$ cat src/qrp_pkg.sv
// ----------------------------------------------------------------------------
// QoS rules IE parser - package
// Word types, field kinds, error codes, parse phases and sizing constants.
// ----------------------------------------------------------------------------
package qrp_pkg;

  localparam int unsigned MaxRules = 256;
  localparam logic [8:0]  MaxRulesW = 9'(MaxRules);

  localparam int unsigned QueueDepth = 4;
  localparam int unsigned QueuePtrW  = $clog2(QueueDepth);
  localparam int unsigned QueueCntW  = $clog2(QueueDepth + 1);

  localparam int unsigned CfgIdxW  = 1;
  localparam int unsigned CfgDataW = 16;
  localparam logic [CfgIdxW-1:0] RegExpectedIei  = 1'b0;
  localparam logic [CfgIdxW-1:0] RegBufferLength = 1'b1;

  localparam logic [3:0] KindIei      = 4'd0;
  localparam logic [3:0] KindLenHigh  = 4'd1;
  localparam logic [3:0] KindLen      = 4'd2;
  localparam logic [3:0] KindRuleId   = 4'd3;
  localparam logic [3:0] KindRlenHigh = 4'd4;
  localparam logic [3:0] KindRlen     = 4'd5;
  localparam logic [3:0] KindFlags    = 4'd6;
  localparam logic [3:0] KindFhead    = 4'd7;
  localparam logic [3:0] KindClen     = 4'd8;
  localparam logic [3:0] KindContent  = 4'd9;
  localparam logic [3:0] KindPrec     = 4'd10;
  localparam logic [3:0] KindQfi      = 4'd11;
  localparam logic [3:0] KindIgnored  = 4'd12;

  localparam logic [1:0] ErrNone   = 2'd0;
  localparam logic [1:0] ErrIei    = 2'd1;
  localparam logic [1:0] ErrLength = 2'd2;

  typedef enum logic [3:0] {
    PhFirst   = 4'd0,
    PhLenHi   = 4'd1,
    PhLenLo   = 4'd2,
    PhRuleId  = 4'd3,
    PhRlenHi  = 4'd4,
    PhRlenLo  = 4'd5,
    PhFlags   = 4'd6,
    PhFhead   = 4'd7,
    PhClen    = 4'd8,
    PhContent = 4'd9,
    PhPrec    = 4'd10,
    PhQfi     = 4'd11,
    PhSurplus = 4'd12,
    PhDone    = 4'd13
  } phase_e;

  typedef struct packed {
    logic [7:0] in_byte;
    logic       start_of_element;
  } in_word_t;

  typedef struct packed {
    logic [3:0]  field_kind;
    logic [15:0] value_main;
    logic [1:0]  value_bit;
    logic [3:0]  value_nibble;
    logic [7:0]  rule_index;
    logic [3:0]  filter_index;
    logic [1:0]  error_code;
    logic        end_of_element;
  } out_word_t;

  // Byte with its bit fields already split out by the front end.
  typedef struct packed {
    logic [7:0] data;
    logic       start;
    logic       zero;
    logic [2:0] op;
    logic       dqr;
    logic [3:0] nib;
    logic [1:0] dir;
    logic [5:0] qfi;
    logic       seg;
  } item_t;

endpackage

$ cat src/qrp_front.sv
// ----------------------------------------------------------------------------
// QoS rules IE parser - front end
// Accepts input words and splits each byte into its candidate bit fields.
// ----------------------------------------------------------------------------
module qrp_front (
  input  logic              in_valid_i,
  output logic              in_stall_o,
  input  qrp_pkg::in_word_t in_word_i,
  input  logic              full_i,
  output logic              push_o,
  output qrp_pkg::item_t    item_o
);
  import qrp_pkg::*;

  assign in_stall_o = full_i;
  assign push_o     = in_valid_i && !full_i;

  always_comb begin
    item_o.data  = in_word_i.in_byte;
    item_o.start = in_word_i.start_of_element;
    item_o.zero  = (in_word_i.in_byte == 8'd0);
    item_o.op    = in_word_i.in_byte[7:5];
    item_o.dqr   = in_word_i.in_byte[4];
    item_o.nib   = in_word_i.in_byte[3:0];
    item_o.dir   = in_word_i.in_byte[5:4];
    item_o.qfi   = in_word_i.in_byte[5:0];
    item_o.seg   = in_word_i.in_byte[6];
  end

endmodule

$ cat src/qrp_queue.sv
// ----------------------------------------------------------------------------
// QoS rules IE parser - decoupling queue
// Small FIFO of classified bytes between the front end and the parser.
// ----------------------------------------------------------------------------
module qrp_queue (
  input  logic           clk_i,
  input  logic           rst_ni,
  input  logic           push_i,
  input  qrp_pkg::item_t item_i,
  output logic           full_o,
  input  logic           pop_i,
  output logic           avail_o,
  output qrp_pkg::item_t item_o
);
  import qrp_pkg::*;

  item_t                mem_q [QueueDepth];
  logic [QueuePtrW-1:0] wr_ptr_q, wr_ptr_d;
  logic [QueuePtrW-1:0] rd_ptr_q, rd_ptr_d;
  logic [QueueCntW-1:0] count_q, count_d;

  assign full_o  = (count_q == QueueCntW'(QueueDepth));
  assign avail_o = (count_q != '0);
  assign item_o  = mem_q[rd_ptr_q];

  always_comb begin
    wr_ptr_d = wr_ptr_q;
    rd_ptr_d = rd_ptr_q;
    count_d  = count_q;
    if (push_i) begin
      wr_ptr_d = (wr_ptr_q == QueuePtrW'(QueueDepth - 1)) ? '0 : wr_ptr_q + 1'b1;
    end
    if (pop_i) begin
      rd_ptr_d = (rd_ptr_q == QueuePtrW'(QueueDepth - 1)) ? '0 : rd_ptr_q + 1'b1;
    end
    if (push_i && !pop_i) begin
      count_d = count_q + 1'b1;
    end else if (pop_i && !push_i) begin
      count_d = count_q - 1'b1;
    end
  end

  always_ff @(posedge clk_i or negedge rst_ni) begin
    if (!rst_ni) begin
      wr_ptr_q <= '0;
      rd_ptr_q <= '0;
      count_q  <= '0;
    end else begin
      wr_ptr_q <= wr_ptr_d;
      rd_ptr_q <= rd_ptr_d;
      count_q  <= count_d;
    end
  end

  always_ff @(posedge clk_i) begin
    if (push_i) begin
      mem_q[wr_ptr_q] <= item_i;
    end
  end

endmodule

$ cat src/qrp_back.sv
// ----------------------------------------------------------------------------
// QoS rules IE parser - back end
// Parse state machine, configuration registers and the output register.
// ----------------------------------------------------------------------------
module qrp_back (
  input  logic                             clk_i,
  input  logic                             rst_ni,
  input  logic                             cfg_we_i,
  input  logic [qrp_pkg::CfgIdxW-1:0]      cfg_index_i,
  input  logic [qrp_pkg::CfgDataW-1:0]     cfg_data_i,
  input  logic                             avail_i,
  input  qrp_pkg::item_t                   item_i,
  output logic                             pop_o,
  output logic                             out_valid_o,
  input  logic                             out_stall_i,
  output qrp_pkg::out_word_t               out_word_o
);
  import qrp_pkg::*;

  logic [7:0]  expected_iei_q;
  logic [15:0] buffer_length_q;

  phase_e      phase_q, phase_d;
  logic [15:0] bytes_consumed_q, bytes_consumed_d;
  logic [15:0] element_length_q, element_length_d;
  logic [7:0]  length_high_q, length_high_d;
  logic [7:0]  current_rule_q, current_rule_d;
  logic [3:0]  current_filter_q, current_filter_d;
  logic [3:0]  filters_in_rule_q, filters_in_rule_d;
  logic [7:0]  content_left_q, content_left_d;
  logic [1:0]  error_latched_q, error_latched_d;
  logic [7:0]  rule_len_high_q, rule_len_high_d;

  logic        out_valid_q;
  out_word_t   out_q;
  out_word_t   res;

  logic        restart;
  logic        iei_en;
  logic        iei_bad;
  phase_e      eff_phase;
  logic        is_body;
  logic        body_last;
  logic [15:0] consumed_inc;
  logic [3:0]  filter_inc;
  phase_e      filter_next;
  logic [7:0]  content_dec;
  logic [15:0] hdr_len;
  logic [15:0] avail_len;
  logic [15:0] elen_full;
  logic        len_bad;
  logic        rule_last;

  assign pop_o = avail_i && (!out_valid_q || !out_stall_i);

  assign restart      = item_i.start || (phase_q == PhFirst);
  assign iei_en       = (expected_iei_q != 8'd0);
  assign iei_bad      = (item_i.data != expected_iei_q);
  assign eff_phase    = restart ? PhLenHi : phase_q;
  assign is_body      = !restart && (phase_q inside {[PhRuleId:PhSurplus]});
  assign consumed_inc = bytes_consumed_q + 16'd1;
  assign body_last    = (consumed_inc >= element_length_q);
  assign filter_inc   = current_filter_q + 4'd1;
  assign filter_next  = (filter_inc >= filters_in_rule_q) ? PhPrec : PhFhead;
  assign content_dec  = content_left_q - 8'd1;
  assign hdr_len      = iei_en ? 16'd3 : 16'd2;
  assign avail_len    = (buffer_length_q > hdr_len) ? buffer_length_q - hdr_len : 16'd0;
  assign elen_full    = {length_high_q, item_i.data};
  assign len_bad      = (elen_full > avail_len);
  assign rule_last    = ((9'(current_rule_q) + 9'd1) >= MaxRulesW);

  // Next parse state.
  always_comb begin
    phase_d           = phase_q;
    bytes_consumed_d  = bytes_consumed_q;
    element_length_d  = element_length_q;
    length_high_d     = length_high_q;
    current_rule_d    = current_rule_q;
    current_filter_d  = current_filter_q;
    filters_in_rule_d = filters_in_rule_q;
    content_left_d    = content_left_q;
    error_latched_d   = error_latched_q;
    rule_len_high_d   = rule_len_high_q;

    if (restart) begin
      bytes_consumed_d  = '0;
      element_length_d  = '0;
      length_high_d     = '0;
      current_rule_d    = '0;
      current_filter_d  = '0;
      filters_in_rule_d = '0;
      content_left_d    = '0;
      error_latched_d   = ErrNone;
      rule_len_high_d   = '0;
    end

    if (restart && iei_en) begin
      if (iei_bad) begin
        error_latched_d = ErrIei;
        phase_d         = PhDone;
      end else begin
        phase_d = PhLenHi;
      end
    end else begin
      case (eff_phase)
        PhLenHi: begin
          length_high_d = item_i.data;
          phase_d       = PhLenLo;
        end
        PhLenLo: begin
          element_length_d = elen_full;
          if (len_bad) begin
            error_latched_d = ErrLength;
            phase_d         = PhDone;
          end else if (elen_full == 16'd0) begin
            phase_d = PhDone;
          end else begin
            phase_d = PhRuleId;
          end
        end
        PhRuleId: phase_d = PhRlenHi;
        PhRlenHi: begin
          rule_len_high_d = item_i.data;
          phase_d         = PhRlenLo;
        end
        PhRlenLo: phase_d = PhFlags;
        PhFlags: begin
          filters_in_rule_d = item_i.nib;
          current_filter_d  = '0;
          phase_d           = (item_i.nib == 4'd0) ? PhPrec : PhFhead;
        end
        PhFhead: phase_d = PhClen;
        PhClen: begin
          content_left_d = item_i.data;
          if (item_i.zero) begin
            current_filter_d = filter_inc;
            phase_d          = filter_next;
          end else begin
            phase_d = PhContent;
          end
        end
        PhContent: begin
          content_left_d = content_dec;
          if (content_dec == 8'd0) begin
            current_filter_d = filter_inc;
            phase_d          = filter_next;
          end
        end
        PhPrec: phase_d = PhQfi;
        PhQfi: begin
          if (rule_last) begin
            phase_d = PhSurplus;
          end else begin
            current_rule_d = current_rule_q + 8'd1;
            phase_d        = PhRuleId;
          end
          current_filter_d  = '0;
          filters_in_rule_d = '0;
        end
        default: ;
      endcase

      if (is_body) begin
        bytes_consumed_d = consumed_inc;
        if (body_last) begin
          phase_d = PhDone;
        end
      end
    end
  end

  // Result word for the byte at the queue head.
  always_comb begin
    res            = '0;
    res.field_kind = KindIgnored;
    if (restart && iei_en) begin
      res.field_kind = KindIei;
      res.value_main = 16'(item_i.data);
      if (iei_bad) begin
        res.error_code     = ErrIei;
        res.end_of_element = 1'b1;
      end
    end else begin
      case (eff_phase)
        PhLenHi: begin
          res.field_kind = KindLenHigh;
          res.value_main = 16'(item_i.data);
        end
        PhLenLo: begin
          res.field_kind = KindLen;
          res.value_main = elen_full;
          if (len_bad) begin
            res.error_code     = ErrLength;
            res.end_of_element = 1'b1;
          end else if (elen_full == 16'd0) begin
            res.end_of_element = 1'b1;
          end
        end
        PhDone: res.error_code = error_latched_q;
        PhRuleId: begin
          res.field_kind = KindRuleId;
          res.value_main = 16'(item_i.data);
          res.rule_index = current_rule_q;
        end
        PhRlenHi: begin
          res.field_kind = KindRlenHigh;
          res.value_main = 16'(item_i.data);
          res.rule_index = current_rule_q;
        end
        PhRlenLo: begin
          res.field_kind = KindRlen;
          res.value_main = {rule_len_high_q, item_i.data};
          res.rule_index = current_rule_q;
        end
        PhFlags: begin
          res.field_kind   = KindFlags;
          res.value_main   = 16'(item_i.op);
          res.value_bit    = 2'(item_i.dqr);
          res.value_nibble = item_i.nib;
          res.rule_index   = current_rule_q;
        end
        PhFhead: begin
          res.field_kind   = KindFhead;
          res.value_main   = 16'(item_i.dir);
          res.value_nibble = item_i.nib;
          res.rule_index   = current_rule_q;
          res.filter_index = current_filter_q;
        end
        PhClen: begin
          res.field_kind   = KindClen;
          res.value_main   = 16'(item_i.data);
          res.rule_index   = current_rule_q;
          res.filter_index = current_filter_q;
        end
        PhContent: begin
          res.field_kind   = KindContent;
          res.value_main   = 16'(item_i.data);
          res.rule_index   = current_rule_q;
          res.filter_index = current_filter_q;
        end
        PhPrec: begin
          res.field_kind = KindPrec;
          res.value_main = 16'(item_i.data);
          res.rule_index = current_rule_q;
        end
        PhQfi: begin
          res.field_kind = KindQfi;
          res.value_main = 16'(item_i.qfi);
          res.value_bit  = 2'(item_i.seg);
          res.rule_index = current_rule_q;
        end
        default: ;
      endcase
      if (is_body && body_last) begin
        res.end_of_element = 1'b1;
      end
    end
  end

  always_ff @(posedge clk_i or negedge rst_ni) begin
    if (!rst_ni) begin
      expected_iei_q  <= 8'd0;
      buffer_length_q <= 16'hffff;
    end else if (cfg_we_i) begin
      case (cfg_index_i)
        RegExpectedIei:  expected_iei_q  <= cfg_data_i[7:0];
        RegBufferLength: buffer_length_q <= cfg_data_i[15:0];
        default: ;
      endcase
    end
  end

  always_ff @(posedge clk_i or negedge rst_ni) begin
    if (!rst_ni) begin
      phase_q           <= PhFirst;
      bytes_consumed_q  <= '0;
      element_length_q  <= '0;
      length_high_q     <= '0;
      current_rule_q    <= '0;
      current_filter_q  <= '0;
      filters_in_rule_q <= '0;
      content_left_q    <= '0;
      error_latched_q   <= ErrNone;
      rule_len_high_q   <= '0;
    end else if (pop_o) begin
      phase_q           <= phase_d;
      bytes_consumed_q  <= bytes_consumed_d;
      element_length_q  <= element_length_d;
      length_high_q     <= length_high_d;
      current_rule_q    <= current_rule_d;
      current_filter_q  <= current_filter_d;
      filters_in_rule_q <= filters_in_rule_d;
      content_left_q    <= content_left_d;
      error_latched_q   <= error_latched_d;
      rule_len_high_q   <= rule_len_high_d;
    end
  end

  always_ff @(posedge clk_i or negedge rst_ni) begin
    if (!rst_ni) begin
      out_valid_q <= 1'b0;
    end else if (pop_o) begin
      out_valid_q <= 1'b1;
    end else if (!out_stall_i) begin
      out_valid_q <= 1'b0;
    end
  end

  always_ff @(posedge clk_i) begin
    if (pop_o) begin
      out_q <= res;
    end
  end

  assign out_valid_o = out_valid_q;
  assign out_word_o  = out_q;

endmodule

$ cat src/qos_rules_ie_parser_core.sv
// ----------------------------------------------------------------------------
// QoS rules IE parser core
// Labels each byte of a QoS rules information element with its field.
// ----------------------------------------------------------------------------
//
//   channel  | handshake               | word
//   ---------+-------------------------+------------------------------------
//   input    | in_valid_i / in_stall_o | in_word_i   (in_byte, start flag)
//   output   | out_valid_o/out_stall_i | out_word_o  (kind, values, indices)
//   config   | cfg_we_i                | cfg_index_i, cfg_data_i
//
// One word per cycle sustained while the output is not stalled: the parser
// advances its phase once per byte. A word accepted at the input is written
// into the four-entry queue and then registered in the output register
// before it reaches the output. Reset puts the parser at the first byte of
// an element and clears config to no IEI and a full buffer. Input stall
// rises only when the queue is full, which follows a stall on the output side.
//
module qos_rules_ie_parser_core (
  input  logic                         clk_i,
  input  logic                         rst_ni,
  input  logic                         in_valid_i,
  output logic                         in_stall_o,
  input  qrp_pkg::in_word_t            in_word_i,
  output logic                         out_valid_o,
  input  logic                         out_stall_i,
  output qrp_pkg::out_word_t           out_word_o,
  input  logic                         cfg_we_i,
  input  logic [qrp_pkg::CfgIdxW-1:0]  cfg_index_i,
  input  logic [qrp_pkg::CfgDataW-1:0] cfg_data_i
);
  import qrp_pkg::*;

  // Front end to queue.
  logic  push;
  logic  full;
  item_t push_item;

  // Queue to parser.
  logic  avail;
  logic  pop;
  item_t head_item;

  // Accept words and split each byte into its candidate fields.
  qrp_front u_front (
    .in_valid_i (in_valid_i),
    .in_stall_o (in_stall_o),
    .in_word_i  (in_word_i),
    .full_i     (full),
    .push_o     (push),
    .item_o     (push_item)
  );

  // Decouple: hold classified bytes while the parser output is stalled.
  qrp_queue u_queue (
    .clk_i   (clk_i),
    .rst_ni  (rst_ni),
    .push_i  (push),
    .item_i  (push_item),
    .full_o  (full),
    .pop_i   (pop),
    .avail_o (avail),
    .item_o  (head_item)
  );

  // Advance the parse phase and register one result per popped byte.
  qrp_back u_back (
    .clk_i       (clk_i),
    .rst_ni      (rst_ni),
    .cfg_we_i    (cfg_we_i),
    .cfg_index_i (cfg_index_i),
    .cfg_data_i  (cfg_data_i),
    .avail_i     (avail),
    .item_i      (head_item),
    .pop_o       (pop),
    .out_valid_o (out_valid_o),
    .out_stall_i (out_stall_i),
    .out_word_o  (out_word_o)
  );

endmodule

$ cat config.mk
export PLATFORM = sky130hd
export DESIGN_NAME = qos_rules_ie_parser_core
export DESIGN_NICKNAME = d
export VERILOG_FILES = /design/src/qrp_pkg.sv /design/src/qrp_front.sv /design/src/qrp_queue.sv /design/src/qrp_back.sv /design/src/qos_rules_ie_parser_core.sv
export SDC_FILE = /design/constraint.sdc
export NUM_CORES = 1
export LEC_CHECK = 0
export ABC_CLOCK_PERIOD_IN_PS = 4000
export BUFFER_PORTS_ARGS = -buffer_cell sky130_fd_sc_hd__buf_4
export CAP_MARGIN = 10
export CORE_MARGIN = 10
export CORE_UTILIZATION = 35
export DETAILED_ROUTE_END_ITERATION = 10
export PLACE_DENSITY = 0.63
export SLEW_MARGIN = 20
export SYNTH_ARGS = -nofsm -noshare
export SYNTH_HDL_FRONTEND = slang
export SYNTH_HIERARCHICAL = 1
export SYNTH_SLANG_ARGS = --single-unit
$ cat constraint.sdc
create_clock -name clk_i -period 4 [get_ports clk_i]
set_clock_uncertainty 0.05 [all_clocks]
set_input_delay 0.8 -clock clk_i [delete_from_list [all_inputs] [get_ports clk_i]]
set_output_delay 0.8 -clock clk_i [all_outputs]
set_load 0.005 [all_outputs]
==> run metrics <==
drt pass-1 iters 6; Max-cap violations 0; switching share of power 35.1%; internal power approximately 6600 µW; Total Routing Usage GR 13.2%; crit path kind register to register; pin count of the biggest net entering global routing 61; Tcrit/Tclk final between 90% and 100%; total length of routed wires 29.4 mm; Clock transition at path regs 0.06 ns; htree depth 1; Post-synth EDFFs 148; sequential power share 38.4%; Critical Path End Type register; Setup WS post-layout 0.211 ns; detailed placer's ending HPWL 20.0 mm; WL per Instance 19.1 µm; Final Hold Violating Endpoints 0; Comb power frac a little over a third; yosys warns 6; Max Transition Viols Final 0; Synth area leader edfxtp_1; synthesized net count between 1,000 and 1,500; TritonCTS clock tree built; grt total ovfl 0; number of global-route vias before repair 8,589; Psw 3570 µW; Layout Cells excl Fill approximately 1,500; post-synthesis cell area 12,700 µm²; RSZ-0062 raised after global routing false; first-pass GRT wire length between 40 and 50 mm; placed cells roughly 1,500; FF+latch count, synth 258; cell chain of the critical path nor4_2, nand2_1, ha_1, nand2_1, a2111oi_4, buf_4, nor2_1, mux2i_1, ha_1, nand4_1, a2111o_1, a31oi_2, nand2_1, a31o_2; Synth Flop Type edfxtp_1; crit path max fanout 5; antenna diode count 0; syn avg cell area about 13 µm²; DR DRC count 0; Placeable Area 35,700 µm²; number of clock sinks 258; clock share of power between 20 and 30%; cell repeated most along the worst path nand2_1; post-route cell area 14,700 µm²; top post-synthesis cells by area edfxtp_1, dfrtp_1, ha_1, mux4_2, a22o_1; DR iter-0 viols 613; unique cell type count in the Yosys netlist 76; initial core utilization 35.6%; initial antenna violation count 0; Place WS approximately 0.021 ns; Final ANT Viol Nets 0; Slew @ Worst Pin approximately 0.73 ns; Worst setup SP type register; Seq/Total Area, Yosys 56.9%; row cnt 69; synthesized instance count 1,004; Die Wd 210 µm; status complete, no violations; CTS root buf clkbuf_16; leakage roughly 0.0057 µW; CP required 4.37 ns; Via density around 5.4; Max VDD drop 0.000429 V; Area Overhead vs Synth 15.5%; hold buffers post-CTS 0; slowest stage delay, CP 0.50 ns; Worst Hold Class input pin to asynchronous set/reset pin; fmax between 200 and 300 MHz; Synth top area share 35.0%; die height 210 µm; nets@finish ~1,100; I/O pin count 74; Reg2Reg Depth 14; clk buf depth 3; final setup fails 0; top-count cell post-synth edfxtp_1; total CTS buffers 27; utilization after layout between 40% and 50%; fillers between 3,000 and 4,000; Die Footprint ~44,000 µm²; Setup TNS 0 ns; relative slew slack 51.0%; via count 8,292; Async SR Flop Fraction 42.6%; Clk Latency, worst-skew pair between 0.5 and 0.6 ns; routability cong. 0.872; Cell Area, Placed 13,600 µm²; port buffer count 72; pwr dens 694 nW/µm²; critical path's slowest cell a2111o_1; most frequent cells after synthesis edfxtp_1, dfrtp_1, nand2_1, a22o_1, nor2_1; Final min period 3.79 ns; Arr. time, crit path between 4 and 5 ns; layout cell share with drive strength beyond 1 24.1%
-- layout make-up --
cell class	count	area [µm²]	share of cell area [%]
sequential	258	7220	49.2
tap	461	577	3.93
multi-input combinational	630	4950	33.7
clock inverter	14	211	1.44
timing repair buffer	102	791	5.39
inverter	40	150	1.02
clock buffer	36	769	5.25
-- power groups by stage --
stage,combinational (µW),sequential (µW),clock (µW)
2_1_floorplan,2470,3740,0
3_3_place_gp,3460,3940,0
3_5_place_dp,3520,3960,0
4_1_cts,3540,3910,2790
5_1_grt,3890,3980,2890
6_report,3550,3900,2720
-- registers in the layout (all words and copies together) (netlist names) --
| signal | flops |
|---|---|
| u_back/bytes_consumed_q | 16 |
| u_queue/wr_ptr_q | 2 |
| u_back/phase_q | 4 |
| u_back/length_high_q | 8 |
| u_back/expected_iei_q | 8 |
| u_queue/rd_ptr_q | 2 |
| u_back/content_left_q | 8 |
| u_back/error_latched_q | 2 |
| u_back/element_length_q | 16 |
| u_back/out_word_o | 40 |
| u_queue/mem_q | 108 |
| u_back/current_rule_q | 8 |
| u_back/buffer_length_q | 16 |
| u_back/rule_len_high_q | 8 |
| u_back/filters_in_rule_q | 4 |
| u_queue/count_q | 3 |
| u_back/out_valid_o | 1 |
| u_back/current_filter_q | 4 |
-- per-stage QoR --
| stage | hold slack (ns) | total power [µW] |
|---|---|---|
| after floorplan | 0.399 | 6210 |
| after global placement | 0.420 | 7400 |
| after detailed placement | 0.421 | 7480 |
| after CTS | 0.269 | 10200 |
| after global routing | 0.297 | 10800 |
| final | 0.252 | 10200 |
-- critical path: cells and delay by family (launching register included) --
kind,cells,cell delay (ns)
muxes,1,0.13
and+or+nand+nor,6,0.93
AOI/OAI and AO/OA,4,1.45
adders and majority gates,2,0.49
buffers and inverters,1,0.21
DFF,1,0.41
-- metal layers --
metal  part of all wire (%)  vias up  track usage (%)
met5                      0        -                0
met2                     48      211             22.2
met3                    4.9       57             1.97
li1                       -     3884                -
met1                     44     4140             17.2
met4                    2.5        0             3.82
-- cell families (layout without fill, tap and decap cells) --
kind of cell,after synthesis,in the layout,synth area share [%]
AO/OA/AOI/OAI,214,214,12.0
XOR/XNOR,40,40,2.76
adder cells (fa/ha/maj),50,50,4.99
buffers and inverters,117,192,4.72
flip-flops,258,258,56.9
multiplexers,60,60,7.71
other,1,1,0.0295
AND/OR/NAND/NOR,264,265,11.0
-- repair_timing --
| action | in CTS | in global routing |
|---|---|---|
| pin swaps | 0 | 2 |
| setup endpoints to repair | 1 | 7 |
| gates cloned | 0 | 1 |
| gates resized for setup | 1 | 9 |
| setup buffers | 0 | 1 |
-- cells in the final DEF (no fill, tap or decap), types with 8 or more instances in the layout --
master,netlist,routed
nand4_1,12,12
nand2b_1,10,10
nor3_1,18,18
or2_2,8,8
xnor2_1,20,20
a22o_1,56,56
ha_1,49,49
nand2_1,72,72
clkbuf_16,0,27
dfrtp_1,94,93
nor2b_1,10,10
xor2_1,20,20
edfxtp_1,148,148
nor2_1,52,52
inv_1,40,39
o21ai_0,44,44
mux2_2,29,29
a21oi_1,32,32
buf_4,30,100
nor4_1,13,11
and2_1,21,21
mux4_2,26,26
o21ai_1,11,11
nand3_1,13,13
dfstp_2,16,16
-- worst paths after layout --
check | start | end | slack [ns]
hold / removal | rst_ni | u_back/length_high_q[7]$_DFFE_PN0P_ | 0.25
setup / recovery | u_back/expected_iei_q[0]$_DFFE_PN0P_ | u_back/error_latched_q[0]$_DFFE_PN0P_ | 0.21
min in group clk_i | in_word_i[0] | u_queue/mem_q[0][18]$_DFFE_PP_ | 0.41
hold reg to reg | u_queue/count_q[2]$_DFFE_PN0P_ | u_queue/count_q[2]$_DFFE_PN0P_ | 0.43
setup reg to reg | u_back/expected_iei_q[0]$_DFFE_PN0P_ | u_back/error_latched_q[0]$_DFFE_PN0P_ | 0.21
max in group asynchronous | rst_ni | u_back/current_rule_q[5]$_DFFE_PN0P_ | 2.88
(Power assumes the default switching activity.)
